===== src/hw/rtl/rle_sprite_blit_shade_unit_assert.svh =====
// Assertion macros shared by the sprite blitter RTL.
`ifndef RLE_SPRITE_BLIT_SHADE_UNIT_ASSERT_SVH
`define RLE_SPRITE_BLIT_SHADE_UNIT_ASSERT_SVH

// Clocked check that is switched off while the asynchronous reset is asserted.
`define RSBS_ASSERT_RST(label, clk, rst_n, prop, msg) \
	label: assert property (@(posedge clk) disable iff (!rst_n) prop) else $error(msg);

// Clocked check that holds in every cycle, reset included.
`define RSBS_ASSERT_ALWAYS(label, clk, prop, msg) \
	label: assert property (@(posedge clk) prop) else $error(msg);

`endif


===== src/hw/rtl/rsbs_pkg.sv =====
// Package with the shared types and constants of the run-length sprite blitter.
`default_nettype none

package rsbs_pkg;

	localparam int COORD_BITS_DEF = 12;

	// Fixed field widths.
	localparam int YW      = 12;
	localparam int SKIP_W  = 12;
	localparam int ROWS_W  = 10;
	localparam int WORD_W  = 16;
	localparam int SHADE_W = 5;

	// Register reset values.
	localparam logic [12:0] SCREEN_WIDTH_RST = 13'd640;
	localparam logic [11:0] CLIP_BOTTOM_RST  = 12'd479;

	// Register index as seen on paddr[2].
	localparam logic REG_SCREEN_WIDTH = 1'b0;
	localparam logic REG_CLIP_BOTTOM  = 1'b1;

	// Input item kinds.
	localparam logic REQ_HEADER = 1'b0;
	localparam logic REQ_DATA   = 1'b1;

	// RGB555 channel masks.
	localparam logic [15:0] RED_MASK   = 16'h7C00;
	localparam logic [15:0] GREEN_MASK = 16'h03E0;
	localparam logic [15:0] BLUE_MASK  = 16'h001F;

	// Row parser phases.
	typedef enum logic [1:0] {
		PH_CLEAR,
		PH_LEN,
		PH_PIX,
		PH_NEXT
	} phase_t;

	// Vertical clipping result of a header.
	typedef struct packed {
		logic              none_visible;
		logic [YW-1:0]     first_y;
		logic [SKIP_W-1:0] skip_rows;
		logic [ROWS_W-1:0] draw_rows;
	} hdr_clip_t;

endpackage

`default_nettype wire


===== src/hw/rtl/rle_sprite_blit_shade_unit.sv =====
// An accepted input transaction passes the input register and the parse stage into the result register.
// Throughput: one input transaction per cycle, set by the single parse stage after the
// input register; the input side stalls only while a result waits in a stalled output.
// A header or data word gives at most one result transaction (pixel write or sprite done).
// Reset (arst_n low, asynchronous) empties both stages, idles the parser and loads the
// screen width with 640 and the bottom clip line with 479.
`default_nettype none

`include "rle_sprite_blit_shade_unit_assert.svh"

module rle_sprite_blit_shade_unit import rsbs_pkg::*; #(
	parameter int COORD_BITS = COORD_BITS_DEF
) (
	input  logic               clk,
	input  logic               arst_n,
	// Configuration port.
	input  logic               psel,
	input  logic               penable,
	input  logic               pwrite,
	input  logic [2:0]         paddr,
	input  logic [31:0]        pwdata,
	output logic [31:0]        prdata,
	output logic               pready,
	// Input channel.
	input  logic               in_valid,
	output logic               in_stall,
	input  logic               req_type,
	input  logic signed [11:0] x_pos,
	input  logic signed [11:0] y_pos,
	input  logic [9:0]         top_offset,
	input  logic [9:0]         img_height,
	input  logic [4:0]         shade,
	input  logic [15:0]        data_word,
	// Output channel.
	output logic               out_valid,
	input  logic               out_stall,
	output logic [11:0]        pix_x,
	output logic [11:0]        pix_y,
	output logic [14:0]        color,
	output logic               sprite_done
);

	// The horizontal position must hold the sign of a header x and the saturation value.
	localparam int XW        = (COORD_BITS + 2 > 13) ? COORD_BITS + 2 : 13;
	localparam int SW        = XW + WORD_W + 1;
	localparam int WW        = (COORD_BITS + 1 > 13) ? COORD_BITS + 1 : 13;
	localparam int XSatInt   = (1 << (COORD_BITS + 1)) - 1;
	localparam int ScreenLim = 1 << COORD_BITS;
	localparam logic signed [SW-1:0] XSatWide = SW'(XSatInt);

	// Configuration registers.
	logic [12:0] screen_width_q;
	logic [11:0] clip_bottom_q;

	// Input stage.
	logic               vld_s1;
	logic               req_type_s1;
	logic signed [11:0] x_pos_s1;
	logic signed [11:0] y_pos_s1;
	logic [9:0]         top_offset_s1;
	logic [9:0]         img_height_s1;
	logic [4:0]         shade_s1;
	logic [15:0]        data_word_s1;

	// Parser state.
	logic                  active_q, active_d;
	phase_t                phase_q, phase_d;
	logic signed [XW-1:0]  cur_x_q, cur_x_d;
	logic signed [XW-1:0]  x_origin_q, x_origin_d;
	logic [YW-1:0]         cur_y_q, cur_y_d;
	logic [SKIP_W-1:0]     skip_q, skip_d;
	logic [ROWS_W-1:0]     rows_left_q, rows_left_d;
	logic [WORD_W-1:0]     run_left_q, run_left_d;
	logic [SHADE_W-1:0]    shade_q, shade_d;

	// Result register.
	logic        out_valid_q;
	logic [11:0] pix_x_q;
	logic [11:0] pix_y_q;
	logic [14:0] color_q;
	logic        done_q;

	// Stage decode.
	hdr_clip_t            hclip;
	logic                 s1_go, s1_fire;
	logic                 is_hdr, data_live, row_end, last_row, pix_vis;
	logic [WORD_W-1:0]    adv_n;
	logic signed [SW-1:0] adv_sum;
	logic signed [XW-1:0] adv_x;
	logic signed [XW-1:0] hdr_x;
	logic [WW-1:0]        sw_ext, w_eff;
	logic                 res_valid, res_done;
	logic [11:0]          res_x, res_y;
	logic [14:0]          res_color;

	// Each 5-bit channel loses the shade amount and stops at zero.
	function automatic logic [14:0] shade_pixel(input logic [15:0] p, input logic [4:0] s);
		logic [4:0] r, g, b;
		r = 5'((p & RED_MASK) >> 10);
		g = 5'((p & GREEN_MASK) >> 5);
		b = 5'(p & BLUE_MASK);
		r = (r > s) ? r - s : '0;
		g = (g > s) ? g - s : '0;
		b = (b > s) ? b - s : '0;
		return {r, g, b};
	endfunction

	//------------------------------------------------------------------
	// Configuration registers. Writes land in the access phase; reads are
	// decoded on the register index bit.
	//------------------------------------------------------------------
	assign pready = 1'b1;

	always_ff @(posedge clk or negedge arst_n) begin
		if (!arst_n) begin
			screen_width_q <= SCREEN_WIDTH_RST;
			clip_bottom_q  <= CLIP_BOTTOM_RST;
		end else if (psel && penable && pwrite && pready) begin
			if (paddr[2] == REG_SCREEN_WIDTH) begin
				screen_width_q <= pwdata[12:0];
			end else begin
				clip_bottom_q <= pwdata[11:0];
			end
		end
	end

	always_comb begin
		unique case (paddr[2])
			REG_SCREEN_WIDTH: prdata = 32'(screen_width_q);
			REG_CLIP_BOTTOM:  prdata = 32'(clip_bottom_q);
			default:          prdata = '0;
		endcase
	end

	//------------------------------------------------------------------
	// Input register. The stage moves on when it makes no result or the
	// result register is free or being emptied this cycle, so a stalled
	// output only holds up the input while a result is pending.
	//------------------------------------------------------------------
	assign s1_go    = !res_valid || !out_valid_q || !out_stall;
	assign s1_fire  = vld_s1 && s1_go;
	assign in_stall = vld_s1 && !s1_go;

	always_ff @(posedge clk or negedge arst_n) begin
		if (!arst_n) begin
			vld_s1 <= 1'b0;
		end else if (!in_stall) begin
			vld_s1 <= in_valid;
		end
	end

	always_ff @(posedge clk) begin
		if (!in_stall && in_valid) begin
			req_type_s1   <= req_type;
			x_pos_s1      <= x_pos;
			y_pos_s1      <= y_pos;
			top_offset_s1 <= top_offset;
			img_height_s1 <= img_height;
			shade_s1      <= shade;
			data_word_s1  <= data_word;
		end
	end

	//------------------------------------------------------------------
	// Header clipping and the shared x adder. Only one phase advances x in
	// a given item, so a single saturating adder serves clear runs, skip
	// runs and the step after each pixel.
	//------------------------------------------------------------------
	rsbs_hdr_clip #(
		.COORD_BITS (COORD_BITS)
	) u_hdr_clip (
		.y_pos       (y_pos_s1),
		.top_offset  (top_offset_s1),
		.img_height  (img_height_s1),
		.clip_bottom (clip_bottom_q),
		.clip        (hclip)
	);

	assign hdr_x   = {{(XW-12){x_pos_s1[11]}}, x_pos_s1};
	assign adv_n   = (phase_q == PH_PIX) ? WORD_W'(1) : data_word_s1;
	assign adv_sum = {{(SW-XW){cur_x_q[XW-1]}}, cur_x_q} + {{(SW-WORD_W){1'b0}}, adv_n};
	assign adv_x   = (adv_sum > XSatWide) ? XW'(XSatInt) : adv_sum[XW-1:0];

	// Visible width is the register limited to the coordinate range.
	assign sw_ext = WW'(screen_width_q);
	assign w_eff  = (sw_ext > WW'(ScreenLim)) ? WW'(ScreenLim) : sw_ext;

	// Shared decode of the item in the stage.
	assign is_hdr    = (req_type_s1 == REQ_HEADER);
	assign data_live = (req_type_s1 == REQ_DATA) && active_q;
	assign row_end   = data_live && (data_word_s1 == '0)
	                   && ((phase_q == PH_LEN) || (phase_q == PH_NEXT));
	assign last_row  = (skip_q == '0) && (rows_left_q <= ROWS_W'(1));
	assign pix_vis   = data_live && (phase_q == PH_PIX) && (skip_q == '0)
	                   && !cur_x_q[XW-1] && ($unsigned(cur_x_q) < XW'(w_eff));

	//------------------------------------------------------------------
	// Next state of the row parser.
	//------------------------------------------------------------------
	always_comb begin
		active_d    = active_q;
		phase_d     = phase_q;
		cur_x_d     = cur_x_q;
		x_origin_d  = x_origin_q;
		cur_y_d     = cur_y_q;
		skip_d      = skip_q;
		rows_left_d = rows_left_q;
		run_left_d  = run_left_q;
		shade_d     = shade_q;
		if (is_hdr) begin
			// A new header always restarts, dropping any sprite in flight.
			x_origin_d = hdr_x;
			cur_x_d    = hdr_x;
			cur_y_d    = hclip.first_y;
			shade_d    = shade_s1;
			phase_d    = PH_CLEAR;
			run_left_d = '0;
			if (hclip.none_visible) begin
				active_d    = 1'b0;
				skip_d      = '0;
				rows_left_d = '0;
			end else begin
				active_d    = 1'b1;
				skip_d      = hclip.skip_rows;
				rows_left_d = hclip.draw_rows;
			end
		end else if (data_live) begin
			if (row_end) begin
				phase_d = PH_CLEAR;
				cur_x_d = x_origin_q;
				if (skip_q != '0) begin
					skip_d = skip_q - SKIP_W'(1);
				end else begin
					cur_y_d     = cur_y_q + YW'(1);
					rows_left_d = rows_left_q - ROWS_W'(1);
					if (last_row) begin
						active_d = 1'b0;
					end
				end
			end else begin
				unique case (phase_q)
					PH_CLEAR: begin
						cur_x_d = adv_x;
						phase_d = PH_LEN;
					end
					PH_LEN: begin
						run_left_d = data_word_s1;
						phase_d    = PH_PIX;
					end
					PH_PIX: begin
						cur_x_d    = adv_x;
						run_left_d = run_left_q - WORD_W'(1);
						if (run_left_q == WORD_W'(1)) begin
							phase_d = PH_NEXT;
						end
					end
					PH_NEXT: begin
						cur_x_d = adv_x;
						phase_d = PH_LEN;
					end
					default: begin
						phase_d = PH_CLEAR;
					end
				endcase
			end
		end
	end

	//------------------------------------------------------------------
	// Result of the item: a visible pixel, or the done marker when a header
	// has nothing to draw or the last drawn row ends.
	//------------------------------------------------------------------
	always_comb begin
		res_valid = 1'b0;
		res_done  = 1'b0;
		res_x     = '0;
		res_y     = '0;
		res_color = '0;
		if (vld_s1) begin
			if (is_hdr) begin
				res_valid = hclip.none_visible;
				res_done  = hclip.none_visible;
			end else if (row_end && last_row) begin
				res_valid = 1'b1;
				res_done  = 1'b1;
			end else if (pix_vis) begin
				res_valid = 1'b1;
				res_x     = cur_x_q[11:0];
				res_y     = cur_y_q;
				res_color = shade_pixel(data_word_s1, shade_q);
			end
		end
	end

	always_ff @(posedge clk or negedge arst_n) begin
		if (!arst_n) begin
			active_q    <= 1'b0;
			phase_q     <= PH_CLEAR;
			cur_x_q     <= '0;
			x_origin_q  <= '0;
			cur_y_q     <= '0;
			skip_q      <= '0;
			rows_left_q <= '0;
			run_left_q  <= '0;
			shade_q     <= '0;
		end else if (s1_fire) begin
			active_q    <= active_d;
			phase_q     <= phase_d;
			cur_x_q     <= cur_x_d;
			x_origin_q  <= x_origin_d;
			cur_y_q     <= cur_y_d;
			skip_q      <= skip_d;
			rows_left_q <= rows_left_d;
			run_left_q  <= run_left_d;
			shade_q     <= shade_d;
		end
	end

	//------------------------------------------------------------------
	// Result register. It refills in the same cycle that a result leaves.
	//------------------------------------------------------------------
	always_ff @(posedge clk or negedge arst_n) begin
		if (!arst_n) begin
			out_valid_q <= 1'b0;
		end else if (s1_fire && res_valid) begin
			out_valid_q <= 1'b1;
		end else if (!out_stall) begin
			out_valid_q <= 1'b0;
		end
	end

	always_ff @(posedge clk) begin
		if (s1_fire && res_valid) begin
			pix_x_q <= res_x;
			pix_y_q <= res_y;
			color_q <= res_color;
			done_q  <= res_done;
		end
	end

	assign out_valid   = out_valid_q;
	assign pix_x       = pix_x_q;
	assign pix_y       = pix_y_q;
	assign color       = color_q;
	assign sprite_done = done_q;

	// A running sprite always has a drawn row still to finish.
	`RSBS_ASSERT_RST(a_active_rows, clk, arst_n, active_q |-> (rows_left_q != '0), "active sprite with no rows left")
	// A pixel phase is entered only with a nonzero color run.
	`RSBS_ASSERT_RST(a_pix_run, clk, arst_n, (active_q && (phase_q == PH_PIX)) |-> (run_left_q != '0), "pixel phase with empty run")
	// The input is held back only by a pending result that the output stalls.
	`RSBS_ASSERT_ALWAYS(a_stall_cause, clk, in_stall |-> (vld_s1 && out_valid_q && out_stall), "input stall without a blocked result")
	// A done marker carries no pixel.
	`RSBS_ASSERT_RST(a_done_clean, clk, arst_n, (out_valid_q && done_q) |-> ((pix_x_q == '0) && (pix_y_q == '0) && (color_q == '0)), "done result carries pixel data")

endmodule

`default_nettype wire


===== src/hw/rtl/rsbs_hdr_clip.sv =====
// Vertical clipping of a sprite header against screen row 0 and the bottom clip line.
`default_nettype none

module rsbs_hdr_clip import rsbs_pkg::*; #(
	parameter int COORD_BITS = COORD_BITS_DEF
) (
	input  logic signed [11:0] y_pos,
	input  logic        [9:0]  top_offset,
	input  logic        [9:0]  img_height,
	input  logic        [11:0] clip_bottom,
	output hdr_clip_t          clip
);

	localparam int ClipLim = (COORD_BITS >= 12) ? 4096 : (1 << COORD_BITS);

	logic        [12:0] cb;
	logic signed [13:0] y0, h0, y1, h1, h2, skip, cb_s;

	always_comb begin
		y0 = $signed({{2{y_pos[11]}}, y_pos}) + $signed({4'b0, top_offset});
		h0 = $signed({4'b0, img_height});
		// Rows above the screen are parsed but skipped.
		if (y0[13]) begin
			skip = -y0;
			h1   = h0 + y0;
			y1   = '0;
		end else begin
			skip = '0;
			h1   = h0;
			y1   = y0;
		end
		cb   = ({1'b0, clip_bottom} > 13'(ClipLim)) ? 13'(ClipLim) : {1'b0, clip_bottom};
		cb_s = $signed({1'b0, cb});
		if (y1 + h1 > cb_s) begin
			h2 = cb_s - y1;
		end else begin
			h2 = h1;
		end
		clip.none_visible = h2[13] || (h2 == '0);
		clip.first_y      = y1[YW-1:0];
		clip.skip_rows    = skip[SKIP_W-1:0];
		clip.draw_rows    = h2[ROWS_W-1:0];
	end

endmodule

`default_nettype wire


===== config.mk =====
export PLATFORM = sky130hd
export DESIGN_NAME = rle_sprite_blit_shade_unit
export DESIGN_NICKNAME = d
export VERILOG_FILES = /design/src/hw/rtl/rsbs_pkg.sv /design/src/hw/rtl/rle_sprite_blit_shade_unit.sv /design/src/hw/rtl/rsbs_hdr_clip.sv
export VERILOG_INCLUDE_DIRS = /design/src /design/src/hw/rtl
export SDC_FILE = /design/constraint.sdc
export NUM_CORES = 1
export LEC_CHECK = 0
export ABC_CLOCK_PERIOD_IN_PS = 14000
export BUFFER_PORTS_ARGS = -buffer_cell sky130_fd_sc_hd__buf_2
export CAP_MARGIN = 20
export CORE_ASPECT_RATIO = 1.5
export CORE_MARGIN = 3
export CORE_UTILIZATION = 45
export CTS_CLUSTER_DIAMETER = 30
export DETAILED_ROUTE_END_ITERATION = 8
export GPL_ROUTABILITY_DRIVEN = 0
export HOLD_SLACK_MARGIN = 0.1
export MAX_ROUTING_LAYER = met4
export PLACE_DENSITY = 0.71
export RECOVER_POWER = 25
export REMOVE_ABC_BUFFERS = 1
export SLEW_MARGIN = 10
export SYNTH_ARGS = -nofsm -noshare
export SYNTH_HDL_FRONTEND = slang
export SYNTH_HIERARCHICAL = 1
export SYNTH_SLANG_ARGS = --single-unit

===== constraint.sdc =====
create_clock -name clk -period 14 [get_ports clk]
set_input_delay 4.2 -clock clk [delete_from_list [all_inputs] [get_ports clk]]
set_output_delay 4.2 -clock clk [all_outputs]
set_load 0.02 [all_outputs]

==> flow_summary.yaml <==
run_status:
  status: "complete, but fails checks"
  violations: "capacitance limit, slew limit"
worst_setup_path:
  timing.critical_path.required_ps: 9800
  path_class: "register to primary output"
  critical_path.most_common_cell: "a21oi_1"
  worst-path-max-fanout: 11
  startpoint_type: "register"
  critPathLaunch: "y_pos_s1[2]"
  cp.buffers_inverters: 3
  crit_arrival_ps: 8800
  worstSetupEndpointType: "primary output"
  slowest_delay_ps: 510
  critical-path-slowest-cell: "xnor2_1"
  cp_top_family: "compound AO/OA/AOI/OAI gates"
  timing.rr.start: "y_pos_s1[2]"
worst_hold_path:
  hp-class: "register to register"
  hold_path.startpoint: "shade_s1[1]"
power_and_ir_drop:
  switching_share_pct: 41.1
  p_int_mw: 2.10
  design_power_total_mw: 3.57
  power_density_nw_per_um2: 209
  leakagePower_nw: 7.34
  ir_worst_vdd_uv: 105
  pwr-share-clk_pct: 27.8
  pwr-share-comb_pct: 44.3
  switching_power_mw: 1.47
  seq_power_share_pct: 27.9
placed_design:
  dp_hpwl_um: 29300
  io_buffer_count: 141
  dpl.cell_count: 1998
  postPlaceCellArea_um2: 15700
  post-place-ws_ps: 1730
floorplanning:
  rows: 80
  die_w_um: 153
  dieHeight_um: 227
  core_um2: 31900
  overall_die_area_um2: 34800
  initial_utilization_pct: 45.9
  io_pins: 183
global_routing:
  global_route.overflow_total: 0
  track_usage_pct: 22.6
  antenna_found_initial: 0
  grt_pass1_vias: 12164
  grt_first_pass_wirelength_um: 61500
  grt_max_degree: 71
logic_synthesis:
  yosysWarnings: 6
  synth.yosys.seq_area_share_pct: 40.8
  synth_area_leader_cell: "edfxtp_1"
  synthMostInstantiatedCell: "nor2_1"
  synth_area_um2: 14600
  synth-edff-count: 106
  synth.top_cells.by_area: "edfxtp_1 (22%), dfrtp_1 (17%), ha_1 (9.6%)"
  avgSynthCellArea_um2: 9.89
  ys_dominant_reg_cell: "edfxtp_1"
  ys_async_sr_fraction_pct: 51.2
  post_synth_inst_count: 1481
  ys_types: 93
  postSynthRegisterBits: 217
  synth.cells.most_frequent: "nor2_1 (114), ha_1 (112), edfxtp_1 (106)"
  yosysTopAreaCellShare_pct: 21.7
route:
  antenna_left: 0
  wl_um: 38800
  vias: 12048
  detail_route.iter0.violations: 670
  detailedRoute.firstPassIterationCount: 5
  wl_per_cell_um: 18.7
  route.detailed.vias_per_inst: 5.81
  post-route-drc-count: 0
cts:
  clk_root_buffer_cell: "clkbuf_16"
  cts-hold-fix-buffers: 0
  clock_latency_reported_for_the_late_side_of_the_worst_skew_pair_ps: 560
  post_cts.repair.setup_buffers: 0
  cts.sinks: 217
  cts_resized: 0
  h-tree-depth: 2
  tritoncts_clock_tree: "built"
  clk_path_buf_depth: 3
  tritoncts.num_buffers: 41
  clkTransAtPathRegs_ps: 50
finish:
  num_antenna_cells: 0
  nNetsFinal: 1859
  stdcell_area_um2: 17000
  layout-drive-gt1-share_pct: 19.7
  finalNonFillerCells: 2073
  final_core_util_pct: 53.4
  synth_to_layout_area_growth_pct: 16.4
run:
  max_cap_viol_count: 2
sta:
  period_share_pct: 92.8
  rsz0062_at_grt: "false"
  fin_ws_ps: 1000
  finalClockSkew_ps: 23.3
  timing_hold_violations_final: 0
  setup_violations: 0
  whs_ps: 479
  tightest_slew_ps: 3130
  slew_headroom_pct: -109
  final.min_clock_period_ps: 13000
  setup_tns_ps: 0
  slew_violations: 110
  achievable-frequency_mhz: 76.9
==> power by group through the flow <==
| stage | Clock [mW] | Sequential [mW] | Combinational, mW |
|---|---|---|---|
| 2_1_floorplan | 0 | 0.963 | 1.18 |
| 3_3_place_gp | 0 | 0.994 | 1.51 |
| 3_5_place_dp | 0 | 1.00 | 1.55 |
| 4_1_cts | 1.01 | 0.992 | 1.57 |
| 5_1_grt | 1.04 | 1.02 | 1.76 |
| 6_report | 0.992 | 0.996 | 1.58 |
==> logic make-up (layout without fill, tap and decap cells) <==
family,Yosys count,in the layout,synth area share [%]
adder cells (fa/ha/maj),120,120,10.7
XOR/XNOR,59,59,3.53
AND/OR/NAND/NOR,456,456,15.8
multiplexers,89,89,6.60
AO/OA/AOI/OAI,373,373,17.4
flip-flops,217,217,40.8
buffers and inverters,165,329,5.20
other,2,20,0.0513
==> flip-flops by register name, indices dropped and copies added (netlist names), 10 cells and up <==
signal,cells
clip_bottom_q,12
color,15
cur_x_q,14
cur_y_q,12
data_word_s1,16
img_height_s1,10
pix_x,12
pix_y,12
rows_left_q,10
run_left_q,16
screen_width_q,13
skip_q,12
top_offset_s1,10
x_origin_q,12
x_pos_s1,12
y_pos_s1,12
==> cells in the final DEF (no fill, tap or decap), drive strengths merged, types with 10 or more instances in the layout <==
cell	count
a211oi	17
a21o	24
a21oi	103
a221oi	10
a31oi	17
and2	24
and3	13
buf	147
clkbuf	53
clkinv	12
conb	20
dfrtp	101
dfstp	10
edfxtp	106
ha	112
inv	111
mux2	58
mux2i	31
nand2	105
nand2b	14
nand3	37
nand4	18
nor2	116
nor2b	24
nor3	40
nor4	23
o211ai	16
o21a	17
o21ai	70
o22ai	20
xnor2	36
xor2	23
==> layer usage <==
layer / GRT usage, % / part of all wire (%) / up-vias
li1: - / - / 5750
met1: 23.1 / 36 / 5786
met2: 40.6 / 52 / 374
met3: 2.85 / 4.3 / 138
met4: 14.6 / 7.0 / 0
met5: - / 0 / -
==> cell type report <==
cell class / count / area (µm²)
Clock buffer: 46 / 1110
Clock inverter: 29 / 303
Fill cell: 2825 / 14900
Inverter: 100 / 375
Multi-Input combinational cell: 1117 / 7990
Sequential cell: 217 / 5970
Tap cell: 410 / 513
Timing Repair Buffer: 154 / 787
==> worst paths after layout <==
check | endpoint | slack, ps | cells past startpoint
min in group asynchronous | x_origin_q[10] | 4320 | 1
worst max register to register | rows_left_q[5] | 4380 | 34
worst max-delay path | in_stall | 1000 | 32
max in group asynchronous | skip_q[4] | 7710 | 2
worst min-delay path | shade_q[1] | 480 | 1
worst min register to register | shade_q[1] | 480 | 1
No activity file was read; power rests on OpenSTA's default activity.
